`src/rtl/core/sip_fifo.sv`:
```
`timescale 1ns / 1ps

module sip_fifo #(
  parameter type job_t = logic
) (
  input  logic clk_i,
  input  logic rst_ni,
  input  logic wr_valid_i,
  output logic wr_ready_o,
  input  job_t wr_data_i,
  output logic rd_valid_o,
  input  logic rd_ready_i,
  output job_t rd_data_o
);

  job_t       mem_q [2];
  logic       wr_ptr_q, wr_ptr_d, rd_ptr_q, rd_ptr_d;
  logic [1:0] count_q, count_d;
  logic       push, pop;

  assign wr_ready_o = (count_q != 2'd2);
  assign rd_valid_o = (count_q != 2'd0);
  assign rd_data_o  = mem_q[rd_ptr_q];
  assign push       = wr_valid_i & wr_ready_o;
  assign pop        = rd_valid_o & rd_ready_i;

  always_comb begin
    wr_ptr_d = push ? ~wr_ptr_q : wr_ptr_q;
    rd_ptr_d = pop ? ~rd_ptr_q : rd_ptr_q;
    count_d  = count_q + {1'b0, push} - {1'b0, pop};
  end

  always_ff @(posedge clk_i) begin
    if (push) begin
      mem_q[wr_ptr_q] <= wr_data_i;
    end
  end

  always_ff @(posedge clk_i or negedge rst_ni) begin
    if (!rst_ni) begin
      wr_ptr_q <= 1'b0;
      rd_ptr_q <= 1'b0;
      count_q  <= 2'd0;
    end else begin
      wr_ptr_q <= wr_ptr_d;
      rd_ptr_q <= rd_ptr_d;
      count_q  <= count_d;
    end
  end

endmodule

```
`config.mk`:
```
export PLATFORM = sky130hd
export DESIGN_NAME = sip_fifo
export DESIGN_NICKNAME = d
export VERILOG_FILES = /design/src/rtl/core/sip_fifo.sv
export SDC_FILE = /design/constraint.sdc
export NUM_CORES = 1
export LEC_CHECK = 0
export ABC_AREA = 1
export BUFFER_PORTS_ARGS = -buffer_cell sky130_fd_sc_hd__buf_2
export CAP_MARGIN = 20
export CORE_AREA = 4 4 41 43
export DETAILED_ROUTE_END_ITERATION = 8
export DIE_AREA = 0 0 45 47
export GPL_TIMING_DRIVEN = 0
export PLACE_DENSITY_LB_ADDON = 0.3
export SLEW_MARGIN = 25
export SYNTH_ARGS = -nofsm -noshare
export SYNTH_HDL_FRONTEND = slang
export SYNTH_SLANG_ARGS = --single-unit
export TNS_END_PERCENT = 50
```
`constraint.sdc`:
```
create_clock -name clk_i -period 2.4 [get_ports clk_i]
set_clock_uncertainty 0.2 [all_clocks]
set_input_delay 0.72 -clock clk_i [delete_from_list [all_inputs] [get_ports clk_i]]
set_output_delay 0.72 -clock clk_i [all_outputs]
set_load 0.005 [all_outputs]
```
==> tab_implementation.tex <==
\begin{tabular}{lr}
\hline
Metric & Value \\
\hline
\multicolumn{2}{l}{\textbf{Synth}} \\
Mapped Nets & 44 \\
Syn Area/Cell & 8.52 um\^{}2 \\
Post-Syn Instances & 37 \\
Proportion of netlist area held by the largest area contributor & 0.317 \\
Biggest area contributors in the synthesized netlist & sky130\_fd\_sc\_hd\_\_dfrtp\_1, sky130\_fd\_sc\_hd\_\_edfxtp\_1, sky130\_fd\_sc\_hd\_\_nand2\_1 \\
Sequential element share of the synthesized area & 0.508 \\
EDFF count, synth & 2 \\
Post-synthesis instance area & 315 um\^{}2 \\
Library cell with the highest instance count after synthesis & sky130\_fd\_sc\_hd\_\_nand2\_1 \\
Number of distinct library cells after synthesis & 10 \\
Cell taking the most area after synthesis & sky130\_fd\_sc\_hd\_\_dfrtp\_1 \\
Top FF cell, synth & sky130\_fd\_sc\_hd\_\_dfrtp\_1 \\
Ys async rst share & 0.667 \\
Warnings, synthesis & 0 \\
Most numerous cell types in the synthesized netlist & sky130\_fd\_sc\_hd\_\_nand2\_1, sky130\_fd\_sc\_hd\_\_inv\_1, sky130\_fd\_sc\_hd\_\_dfrtp\_1, sky130\_fd\_sc\_hd\_\_nand2\_2, sky130\_fd\_sc\_hd\_\_nand3\_1 \\
Yosys reg bits & 6 \\
\multicolumn{2}{l}{\textbf{Global routing}} \\
Global-route wire length before repair & 883 um \\
Grt total ovfl & 0 \\
Pin count of the biggest net entering global routing & 5 \\
Initial antenna violation count & 0 \\
Via count of the first global-routing pass & 222 \\
Aggregate global-route resource usage & 0.0637 \\
\multicolumn{2}{l}{\textbf{Die}} \\
Io pins & 8 \\
Starting density of the core & 0.242 \\
Num rows & 13 \\
Die ar. & 2120 um\^{}2 \\
Placeable core area & 1300 um\^{}2 \\
Horizontal die dimension & 45 um \\
Die extent in y & 47 um \\
\multicolumn{2}{l}{\textbf{Outcome}} \\
Outcome & finished clean \\
\multicolumn{2}{l}{\textbf{Layout}} \\
Fraction of final layout cells sized beyond drive strength 1 & 0.333 \\
Post-route cell area & 395 um\^{}2 \\
Finished Layout Cells & 63 \\
Final design utilization & 0.304 \\
Antenna cells & 0 \\
Net count reported at finish & 56 \\
Relative area change from synthesis to final layout & 25.4\% \\
Final-layout fill cell count & 154 \\
\multicolumn{2}{l}{\textbf{Critical path}} \\
Max FO, Critical Path & 3 \\
Kind of end point of the critical path & output pin \\
Critical path cell sequence & inv\_1 > nand2\_2 > buf\_2 \\
Kind of launch point of the worst setup path & flip-flop \\
Data arrival time of the critical path & 0.93 ns \\
Cell type of the slowest stage on the worst timing path & sky130\_fd\_sc\_hd\_\_dfrtp\_1 \\
Critical path type & reg -> out \\
Critical path required time & 1.48 ns \\
CP max stage delay & 0.37 ns \\
\multicolumn{2}{l}{\textbf{Timing}} \\
Slew at the pin with the worst max-slew slack & 0.142 ns \\
RSZ-0062 raised after global routing & no \\
Min cycle time layout & 1.85 ns \\
Fin crit share & 0.772 \\
Max-slew violation total from the final report & 0 \\
Max Clk Rate & 0.540 GHz \\
Worst rel slew slack & 0.905 \\
Setup TNS & 0 ns \\
Final setup violation count & 0 \\
Hold Vio Cnt, Final & 0 \\
\multicolumn{2}{l}{\textbf{CTS}} \\
Total number of H-tree levels & 1 \\
Post-cts sizing count & 0 \\
Max Buffers Root-to-Sink & 2 \\
CTS buffer count & 3 \\
Post-CTS setup buffer count & 0 \\
Root cell of the clock tree & sky130\_fd\_sc\_hd\_\_clkbuf\_4 \\
Insertion delay of the later-clocked pin in the worst-skew pair & 0.24 ns \\
Hold-fix buffer count after cts & 0 \\
Register clock-pin slew on the reported worst setup and hold paths & 0.05 ns \\
Sink count of the clock tree & 6 \\
CTS tree & yes \\
\multicolumn{2}{l}{\textbf{Detailed routing}} \\
Count of antenna-violating nets left after detailed routing & 0 \\
\# DRC & 0 \\
Vias after detailed routing & 233 \\
DRT iter0 DRCs & 0 \\
Wire length reported by the detailed router & 509 um \\
Number of iterations in the first detailed-routing pass & 1 \\
Via-to-Cell Ratio & 3.70 \\
Routed length per placed instance & 8.08 um \\
\multicolumn{2}{l}{\textbf{Place}} \\
Post-DP Area & 369 um\^{}2 \\
Hpwl dp & 415 um \\
Gp weighted congestion & 0.680 \\
Number of instances in the placed design & 59 \\
Port Buffers & 7 \\
\multicolumn{2}{l}{\textbf{Min path}} \\
Type of the most critical hold path & in -> async \\
\multicolumn{2}{l}{\textbf{Pwr}} \\
Worst IR drop on VDD & 0.460 mV \\
Pwr per Cell Area & 1210 nW/um\^{}2 \\
Leakage dissipation & 0.226 nW \\
\multicolumn{2}{l}{\textbf{Run}} \\
Maxcap violations & 0 \\
\hline
\end{tabular}
## worst paths after layout
check,start,end,slack [ns],depth (start not counted)
setup reg to reg,count_q[1],count_q[1],0.83,10
hold / removal,rst_ni,wr_ptr_q,0.07,1
setup / recovery,count_q[0],wr_ready_o,0.55,3
max in group asynchronous,rst_ni,rd_ptr_q,1.80,1
hold reg to reg,wr_ptr_q,wr_ptr_q,0.29,2
min in group clk_i,wr_ptr_q,wr_ptr_q,0.29,2
## metrics by stage
stage / setup WS, ns / hold slack, ns / total power, mW
after global routing: 0.471 / 0.0647 / 0.538
after floorplan: 0.698 / 0.224 / 0.323
after CTS: 0.542 / 0.0728 / 0.486
final: 0.548 / 0.0733 / 0.480
after detailed placement: 0.531 / 0.275 / 0.381
after global placement: 0.526 / 0.268 / 0.379
## layout make-up
class | instances | area (um^2) | share of cell area
Sequential cell | 6 | 160 | 0.405
Multi-Input combinational cell | 22 | 121 | 0.307
Timing Repair Buffer | 7 | 35.0 | 0.0886
Inverter | 9 | 33.8 | 0.0854
Clock buffer | 4 | 26.3 | 0.0665
Tap cell | 15 | 18.8 | 0.0475
## flip-flops by register name, summed over array words and instances, names as in the netlist
| signal | flops |
|---|---|
| wr_ptr_q | 1 |
| mem_q | 2 |
| count_q | 2 |
| rd_ptr_q | 1 |
## kinds of logic (layout without fill, tap and decap cells)
kind of cell | count (synthesis) | count (layout) | share of synthesized area
buffers and inverters | 9 | 20 | 0.107
flip-flops | 6 | 6 | 0.508
adder cells (fa/ha/maj) | 2 | 2 | 0.0794
AND/OR/NAND/NOR | 20 | 20 | 0.306
## cell usage in the layout (no fill, tap or decap), drive strengths merged
cell type,n
nand3,3
dfrtp,4
ha,2
nor2,1
inv,9
edfxtp,2
buf,7
clkbuf,4
nand2,16
## critical path, delay by kind of cell, from the launching register on
kind                   cells  cell delay, ns
DFF                        1            0.37
buffers and inverters      2            0.23
and+or+nand+nor            1            0.09
## power by group
group	total [mW]	internal (mW)	switching, mW
Combinational	0.198	0.0812	0.117
Clock	0.104	0.0633	0.0407
Sequential	0.177	0.151	0.0258
## per-layer routing
layer,wire [um],global-route usage,part of all wire,up-vias
li1,-,-,-,133
met1,247,0.0767,0.49,93
met2,214,0.0791,0.42,5
met3,35,0.0268,0.069,2
met4,12,0.0702,0.024,0
met5,0,0,0,-
Note: power is estimated with default switching activity, not from simulation.
